File: config.mk
export PLATFORM = sky130hd
export DESIGN_NAME = consumer_data_hold_watchdog_unit
export DESIGN_NICKNAME = d
export VERILOG_FILES = /design/src/hw/rtl/cdhw_pkg.sv /design/src/hw/rtl/consumer_data_hold_watchdog_unit.sv
export SDC_FILE = /design/constraint.sdc
export NUM_CORES = 1
export LEC_CHECK = 0
export BUFFER_PORTS_ARGS = -buffer_cell sky130_fd_sc_hd__buf_2
export CAP_MARGIN = 15
export CORE_MARGIN = 1
export CORE_UTILIZATION = 58
export CTS_CLUSTER_SIZE = 16
export DETAILED_ROUTE_END_ITERATION = 6
export GPL_TIMING_DRIVEN = 0
export PLACE_DENSITY = 0.81
export SLEW_MARGIN = 5
export SYNTH_ARGS = -nofsm -noshare
export SYNTH_HDL_FRONTEND = slang
export SYNTH_SLANG_ARGS = --single-unit
File: constraint.sdc
create_clock -name clk -period 4.56 [get_ports clk]
set_input_delay 0.456 -clock clk [delete_from_list [all_inputs] [get_ports clk]]
set_output_delay 0.456 -clock clk [all_outputs]
set_load 0.005 [all_outputs]
File: src/hw/rtl/cdhw_pkg.sv
// Package for the consumer data hold watchdog.
// Holds the field widths, mode codes and reset defaults. No dependencies.
`timescale 1ns / 1ps

package cdhw_pkg;

  localparam int MODE_W   = 2;
  localparam int FRAMES_W = 16;
  localparam int STATUS_W = 8;
  localparam int HOLD_W   = 16;
  localparam int TOTAL_W  = 32;
  localparam int BIT_IDX_W = $clog2(STATUS_W);

  localparam int PROVIDER_BIT_DEF = 4;
  localparam int PROBLEM_BIT_DEF  = 5;

  localparam logic [HOLD_W-1:0] HOLD_FACTOR_RST = HOLD_W'(3);
  localparam logic [HOLD_W-1:0] HOLD_MAX        = '1;

  typedef enum logic [MODE_W-1:0] {
    MODE_TICK  = 2'd0,
    MODE_START = 2'd1,
    MODE_STOP  = 2'd2
  } mode_t;

endpackage

File: src/hw/rtl/consumer_data_hold_watchdog_unit.sv
// Consumer data hold watchdog: top level, the only module.
// Depends on cdhw_pkg for widths, mode codes and reset defaults.
`timescale 1ns / 1ps

// A request accepted into the input register has its result loaded into the
// output register, unless that register still holds a stalled result.
// Throughput: one request per cycle when out_stall does not hold the output
// register; the input register feeds the state update and output register
// directly, so consecutive ticks see updated state.
// Reset (rst_n low, synchronous): disarmed, waiting phase, status/counter/total
// cleared, hold factor back to 3, both pipeline registers empty.
module consumer_data_hold_watchdog_unit #(
  parameter int PROVIDER_BIT = cdhw_pkg::PROVIDER_BIT_DEF,
  parameter int PROBLEM_BIT  = cdhw_pkg::PROBLEM_BIT_DEF
) (
  input  logic                           clk,
  input  logic                           rst_n,
  // configuration write channel
  input  logic                           cfg_valid,
  output logic                           cfg_ready,
  input  logic [cdhw_pkg::HOLD_W-1:0]    cfg_hold_factor,
  // request channel
  input  logic                           in_valid,
  output logic                           in_stall,
  input  logic [cdhw_pkg::MODE_W-1:0]    in_mode,
  input  logic [cdhw_pkg::FRAMES_W-1:0]  in_frames_received,
  input  logic [cdhw_pkg::STATUS_W-1:0]  in_status_byte,
  input  logic                           in_status_mismatch,
  input  logic                           in_stopped_event,
  // result channel
  output logic                           out_valid,
  input  logic                           out_stall,
  output logic                           out_armed,
  output logic                           out_phase,
  output logic [cdhw_pkg::STATUS_W-1:0]  out_changed_bits,
  output logic                           out_status_change_note,
  output logic                           out_new_data_note,
  output logic                           out_entered_run,
  output logic                           out_aborted,
  output logic [cdhw_pkg::HOLD_W-1:0]    out_hold_count,
  output logic [cdhw_pkg::TOTAL_W-1:0]   out_total_frames
);
  import cdhw_pkg::*;

  localparam logic [BIT_IDX_W-1:0] PROV_IDX = BIT_IDX_W'(PROVIDER_BIT);
  localparam logic [BIT_IDX_W-1:0] PROB_IDX = BIT_IDX_W'(PROBLEM_BIT);

  // ---------------- configuration ----------------
  logic [HOLD_W-1:0] hold_factor_r;

  // Always ready: config must only arrive while idle; the block does not enforce it.
  assign cfg_ready = 1'b1;

  always_ff @(posedge clk) begin
    if (!rst_n) begin
      hold_factor_r <= HOLD_FACTOR_RST;
    end else if (cfg_valid && cfg_ready) begin
      hold_factor_r <= cfg_hold_factor;
    end
  end

  // ---------------- input register ----------------
  logic                 s1_vld_r;
  mode_t                s1_mode_r;
  logic [FRAMES_W-1:0]  s1_frames_r;
  logic [STATUS_W-1:0]  s1_status_r;
  logic                 s1_mismatch_r;
  logic                 s1_stopped_r;

  logic out_valid_r;
  logic adv;        // input register moves into the output register
  logic in_acc;     // request taken this cycle
  logic s1_vld_nxt;

  // Advance when the output register is empty or being drained.
  assign adv      = s1_vld_r && (!out_valid_r || !out_stall);
  assign in_stall = s1_vld_r && !adv;
  assign in_acc   = in_valid && !in_stall;
  assign s1_vld_nxt = in_acc || (s1_vld_r && !adv);

  always_ff @(posedge clk) begin
    if (!rst_n) begin
      s1_vld_r <= 1'b0;
    end else begin
      s1_vld_r <= s1_vld_nxt;
    end
  end

  always_ff @(posedge clk) begin
    if (in_acc) begin
      s1_mode_r     <= mode_t'(in_mode);
      s1_frames_r   <= in_frames_received;
      s1_status_r   <= in_status_byte;
      s1_mismatch_r <= in_status_mismatch;
      s1_stopped_r  <= in_stopped_event;
    end
  end

  // ---------------- watchdog state ----------------
  logic                armed_r,        armed_nxt;
  logic                run_phase_r,    run_phase_nxt;
  logic [STATUS_W-1:0] last_status_r,  last_status_nxt;
  logic [HOLD_W-1:0]   hold_counter_r, hold_counter_nxt;
  logic [TOTAL_W-1:0]  frame_total_r,  frame_total_nxt;

  logic [STATUS_W-1:0] chg;
  logic                note_status;
  logic                note_data;
  logic                entered;
  logic                aborted;
  logic                has_frames;
  logic                clear_hold;
  logic                expired;

  assign has_frames = |s1_frames_r;

  // Next-state logic for the request in the input register.
  always_comb begin
    armed_nxt        = armed_r;
    run_phase_nxt    = run_phase_r;
    last_status_nxt  = last_status_r;
    hold_counter_nxt = hold_counter_r;
    frame_total_nxt  = frame_total_r;
    chg              = '0;
    note_status      = 1'b0;
    note_data        = 1'b0;
    entered          = 1'b0;
    aborted          = 1'b0;
    clear_hold       = 1'b0;
    expired          = 1'b0;

    unique case (s1_mode_r)
      MODE_START: begin
        armed_nxt = 1'b1;
      end
      MODE_STOP: begin
        armed_nxt = 1'b0;
      end
      MODE_TICK: begin
        if (armed_r) begin
          frame_total_nxt = frame_total_r + TOTAL_W'(s1_frames_r);
          chg             = last_status_r ^ s1_status_r;
          last_status_nxt = s1_status_r;

          if (!run_phase_r) begin
            // waiting: first good provider data starts the run phase
            if (has_frames && s1_status_r[PROV_IDX]) begin
              run_phase_nxt = 1'b1;
              entered       = 1'b1;
            end
          end else begin
            note_status = |chg;
            note_data   = has_frames;
          end

          // hold timer cleared while waiting, on good data, or when the
          // provider or problem indication is not asserted
          clear_hold = !run_phase_r
                    || (has_frames && !s1_mismatch_r)
                    || !s1_status_r[PROV_IDX]
                    || !s1_status_r[PROB_IDX];

          if (clear_hold) begin
            hold_counter_nxt = '0;
          end else if (hold_counter_r != HOLD_MAX) begin
            hold_counter_nxt = hold_counter_r + HOLD_W'(1);
          end

          // expiry on equality only; a lowered factor lets it saturate
          expired = (hold_counter_nxt == hold_factor_r);

          if (expired || s1_stopped_r) begin
            aborted          = 1'b1;
            hold_counter_nxt = '0;
            armed_nxt        = 1'b0;
            run_phase_nxt    = 1'b0;
          end
        end
      end
      default: begin
        // unused mode: no-op, reported like a disarmed tick
      end
    endcase
  end

  always_ff @(posedge clk) begin
    if (!rst_n) begin
      armed_r        <= 1'b0;
      run_phase_r    <= 1'b0;
      last_status_r  <= '0;
      hold_counter_r <= '0;
      frame_total_r  <= '0;
    end else if (adv) begin
      armed_r        <= armed_nxt;
      run_phase_r    <= run_phase_nxt;
      last_status_r  <= last_status_nxt;
      hold_counter_r <= hold_counter_nxt;
      frame_total_r  <= frame_total_nxt;
    end
  end

  // ---------------- output register ----------------
  logic                out_valid_nxt;
  logic                out_armed_r;
  logic                out_phase_r;
  logic [STATUS_W-1:0] out_changed_bits_r;
  logic                out_status_change_note_r;
  logic                out_new_data_note_r;
  logic                out_entered_run_r;
  logic                out_aborted_r;
  logic [HOLD_W-1:0]   out_hold_count_r;
  logic [TOTAL_W-1:0]  out_total_frames_r;

  assign out_valid_nxt = adv || (out_valid_r && out_stall);

  always_ff @(posedge clk) begin
    if (!rst_n) begin
      out_valid_r <= 1'b0;
    end else begin
      out_valid_r <= out_valid_nxt;
    end
  end

  always_ff @(posedge clk) begin
    if (adv) begin
      out_armed_r              <= armed_nxt;
      out_phase_r              <= run_phase_nxt;
      out_changed_bits_r       <= chg;
      out_status_change_note_r <= note_status;
      out_new_data_note_r      <= note_data;
      out_entered_run_r        <= entered;
      out_aborted_r            <= aborted;
      out_hold_count_r         <= hold_counter_nxt;
      out_total_frames_r       <= frame_total_nxt;
    end
  end

  assign out_valid              = out_valid_r;
  assign out_armed              = out_armed_r;
  assign out_phase              = out_phase_r;
  assign out_changed_bits       = out_changed_bits_r;
  assign out_status_change_note = out_status_change_note_r;
  assign out_new_data_note      = out_new_data_note_r;
  assign out_entered_run        = out_entered_run_r;
  assign out_aborted            = out_aborted_r;
  assign out_hold_count         = out_hold_count_r;
  assign out_total_frames       = out_total_frames_r;

  // ---------------- assertions ----------------
  // start request always leaves the block armed
  a_start_arms: assert property (@(posedge clk) disable iff (!rst_n)
    adv && (s1_mode_r == MODE_START) |=> armed_r)
    else $error("start request did not arm the watchdog");

  // an abort result shows a disarmed, waiting block with a cleared counter
  a_abort_clears: assert property (@(posedge clk) disable iff (!rst_n)
    out_valid_r && out_aborted_r |->
      !out_armed_r && !out_phase_r && (out_hold_count_r == '0))
    else $error("abort result with live state");

  // entering the run phase leaves the block running unless the same tick aborts
  a_enter_runs: assert property (@(posedge clk) disable iff (!rst_n)
    out_valid_r && out_entered_run_r |->
      (out_phase_r && out_armed_r) || out_aborted_r)
    else $error("entered_run without running phase");

  // notes only come from the running phase
  a_notes_running: assert property (@(posedge clk) disable iff (!rst_n)
    out_valid_r && (out_new_data_note_r || out_status_change_note_r) |->
      out_phase_r || out_aborted_r)
    else $error("note outside running phase");

  // empty output register never backs up the request side
  a_no_false_stall: assert property (@(posedge clk) disable iff (!rst_n)
    !out_valid_r |-> !in_stall)
    else $error("request stalled with empty output register");

endmodule
==> impl_metrics.yaml <==
floorplan:
  design.portCount: 114
  core_region_area_sq_um: 13400
  core.rowCount: 42
  floorplan.initialDensity: 0.602
  dieHeight_um: 120
  fp.dieArea_sq_um: 14400
  die-width_um: 120
synthesis:
  count_of_cell_types_in_the_netlist: 64
  ys.warnings.count: 0
  post-synth-top-count-cell: "nor2_1"
  synth.avg_cell_area_sq_um: 9.76
  yosys_most_used_dff: "edfxtp_1"
  synth_common_cells: "nor2_1, edfxtp_1, nand2_1"
  synth_top_area_share: 0.335
  number_of_enable_type_register_cells_in_the_synthesized_netlist: 90
  synth.largest_area_cell: "edfxtp_1"
  yosys_register_bits: 166
  synth.top_cells.by_area: "edfxtp_1, dfxtp_1, nor2_1"
  ys_async_rst_share: 0
  mappedNetlistArea_sq_um: 8060
  synth_fp_nets: 893
  yosysSeqAreaShare: 0.524
  netlist_instances: 826
sta:
  timing.final.crit_period_ns: 4.24
  worst_pin_slew_ns: 0.944
  finalWorstSetupSlack_ns: 0.319
  max-slew-margin-rel: 0.369
  timing.fmax_mhz: 236
  finalSetupViolations: 0
  report.final.hold_viol_count: 0
  fin_skew_ns: 0.00936
  max_slew_violation_count: 0
  rsz_0062_raised_after_global_routing: "false"
  timing.setup.tns_ns: 0
  fin_crit_sh: 0.930
finish:
  finish.net_count: 1022
  fillerInstances: 1036
  synthToLayoutAreaGrowth_pct: 16.6
  insertedDiodeCount: 0
  drive_above_1_share: 0.177
critical_path:
  r2r-start: "s1_frames_r[11]"
  crit_path_max_fanout: 10
  timing.reg2reg.setup_slack_ns: 0.32
  cp_capture_point: "out_hold_count[10]"
  timing.critical_path.slowest_cell_delay_ns: 0.54
  r2r.worst_path.cells: 12
  worstSetupEndpointType: "flip-flop"
  critical_path_depth: 12
  critical_path_required_ns: 4.72
  ordered_cell_list_for_the_critical_path: "nor4_1, a41oi_1, or2_0, buf_2, a311oi_1, xor2_1, nor4_1, o2111ai_2, nor2_1, nor2_1, nor2_1, nor2_1"
  combined_buffer_and_inverter_count_along_the_critical_path: 1
  worstSetupStartpoint: "s1_frames_r[11]"
  cpLargestDelayFamily: "simple AND/OR/NAND/NOR gates"
  criticalPathCategory: "flip-flop to flip-flop"
  worstReg2RegEnd: "out_hold_count[10]"
  arrival_ns: 4.40
  most_prevalent_standard_cell_on_the_critical_path: "nor2_1"
  timing.critical_path.slowest_stage_cell: "nor4_1"
  category_of_the_worst_setup_path_launch_point: "flip-flop"
grt:
  grt_first_pass_wirelength_um: 32300
  antenna_found_initial: 0
  largest_net_degree_at_the_start_of_global_routing: 68
  global_route_overflow: 0
  vias_in_the_first_global_route: 6412
  global_route.usage.total: 0.296
cts:
  cts.repair.resized: 0
  cts.sinks: 166
  worst_skew_pair.late_latency_ns: 0.43
  cts-root-to-sink-buffers: 2
  h-tree-depth: 4
  post_cts_hold_buffer_count: 0
  cts_setup_buffers: 0
  clock_tree_from_tritoncts: "yes"
  clock-root-buffer: "clkbuf_16"
  clock_slew_seen_by_the_registers_of_the_worst_setup_and_hold_paths_ns: 0.06
  cts_inserted_buffers: 17
power_and_ir_drop:
  vdd_ir_drop_max_mv: 0.306
  power.density_nw_per_um2: 340
  cellLeakagePower_nw: 3.61
routing:
  postRouteAntennaNets: 0
  drc: 0
  drt-pass1-iter-count: 7
  drt_iter0_drc: 578
  vias: 6854
  average_via_count_per_standard_cell: 5.99
  wl_um: 20600
  dr_wl_cell_um: 18.0
placed_design:
  placement.io_buffers: 110
  place_worst_setup_slack_ns: 0.445
  finalWeightedCongestion: 0.938
  dp_hpwl_um: 14800
outcome:
  run_status: "complete, no violations"
hold_path:
  timing.hold.worst.class: "input pin to flip-flop"
job:
  cap_violations: 0
[stage by stage]
| step | instance area [sq um] | cells | hold slack [ns] | power [mW] | util |
|---|---|---|---|---|---|
| after floorplan | 8060 | 826 | 0.449 | 1.77 | - |
| after detailed placement | 8840 | 1112 | 0.463 | 1.85 | 0.660 |
| after global placement | 8830 | 1112 | 0.455 | 1.85 | 0.659 |
| final | 9400 | 1144 | 0.196 | 3.20 | 0.702 |
| after global routing | 9400 | 1144 | 0.183 | 3.29 | 0.702 |
| after CTS | 9400 | 1144 | 0.184 | 3.21 | 0.702 |
[power by group]
| group | internal, mW | switching [mW] |
|---|---|---|
| sequential | 1.63 | 0.0273 |
| clock | 0.802 | 0.575 |
| combinational | 0.0673 | 0.102 |
[worst register-to-register path, delay by kind of cell, from the launching register on]
kind | cells | cell delay [ns]
flip-flops | 1 | 0.41
AND/OR/NAND/NOR | 7 | 2.08
AO/OA/AOI/OAI | 3 | 1.16
buffers and inverters | 1 | 0.19
XOR/XNOR | 1 | 0.13
[worst min-delay path by stage]
stage	start	endpoint	depth (start not counted)	slack [ns]
5_1_grt	in_frames_received[13]	s1_frames_r[13]	1	0.18
2_1_floorplan	last_status_r[0]	last_status_r[0]	2	0.45
6_report	in_status_mismatch	s1_mismatch_r	1	0.20
4_1_cts	in_status_mismatch	s1_mismatch_r	1	0.18
3_3_place_gp	last_status_r[4]	last_status_r[4]	2	0.45
3_5_place_dp	last_status_r[0]	last_status_r[0]	2	0.46
[cells by family (layout without fill, tap and decap cells)]
group                    Yosys count  after routing  share of synthesized area
AND/OR/NAND/NOR                  329            329                      0.193
adder cells (fa/ha/maj)           18             18                     0.0289
multiplexers                      21             21                     0.0268
buffers and inverters             62            204                     0.0324
XOR/XNOR                          58             58                     0.0630
other                              1              1                   0.000465
AO/OA/AOI/OAI                    171            171                      0.132
flip-flops                       166            166                      0.524
[layer usage]
layer | vias up | global-route usage | routed length (um)
met5 | - | 0 | 0
met3 | 55 | 0.0675 | 1720
li1 | 3261 | - | -
met2 | 334 | 0.476 | 9780
met4 | 0 | 0.143 | 624
met1 | 3204 | 0.375 | 8430
[flip-flops by register name, summed over array words and instances, names as in the netlist, 2 cells and up]
name,count
frame_total_r,32
hold_counter_r,16
hold_factor_r,16
last_status_r,8
out_changed_bits,8
out_hold_count,16
out_total_frames,32
s1_frames_r,16
s1_mode_r,2
s1_status_r,8
[placed cells by master, fill, tap and decap left out, types with 4 or more instances in the layout]
master / n
ha_1: 17
inv_1: 18
xnor2_1: 33
buf_2: 121
dfxtp_1: 76
nand3_1: 35
or3_1: 9
clkbuf_16: 17
a21o_1: 9
and3_1: 8
clkbuf_1: 26
clkinv_2: 5
nand4_1: 19
a211oi_1: 6
nor2_1: 105
a21oi_1: 62
o21ai_0: 43
xor2_1: 25
buf_1: 5
edfxtp_1: 90
and4_1: 4
nand2_1: 88
nand2b_1: 4
o31ai_1: 10
nor4_1: 9
mux2i_1: 19
a31oi_1: 9
nor3_1: 26
[final cells by class]
class	count	area, sq um	share of cell area
clock buffers	19	433	0.0460
inverters	19	73.8	0.00785
flip-flops and latches	166	4220	0.449
well taps	176	220	0.0234
multi-input cells	598	3580	0.381
plain buffers	43	190	0.0202
clock inverters	13	128	0.0136
repair buffers	110	551	0.0585
(Power assumes the default switching activity.)
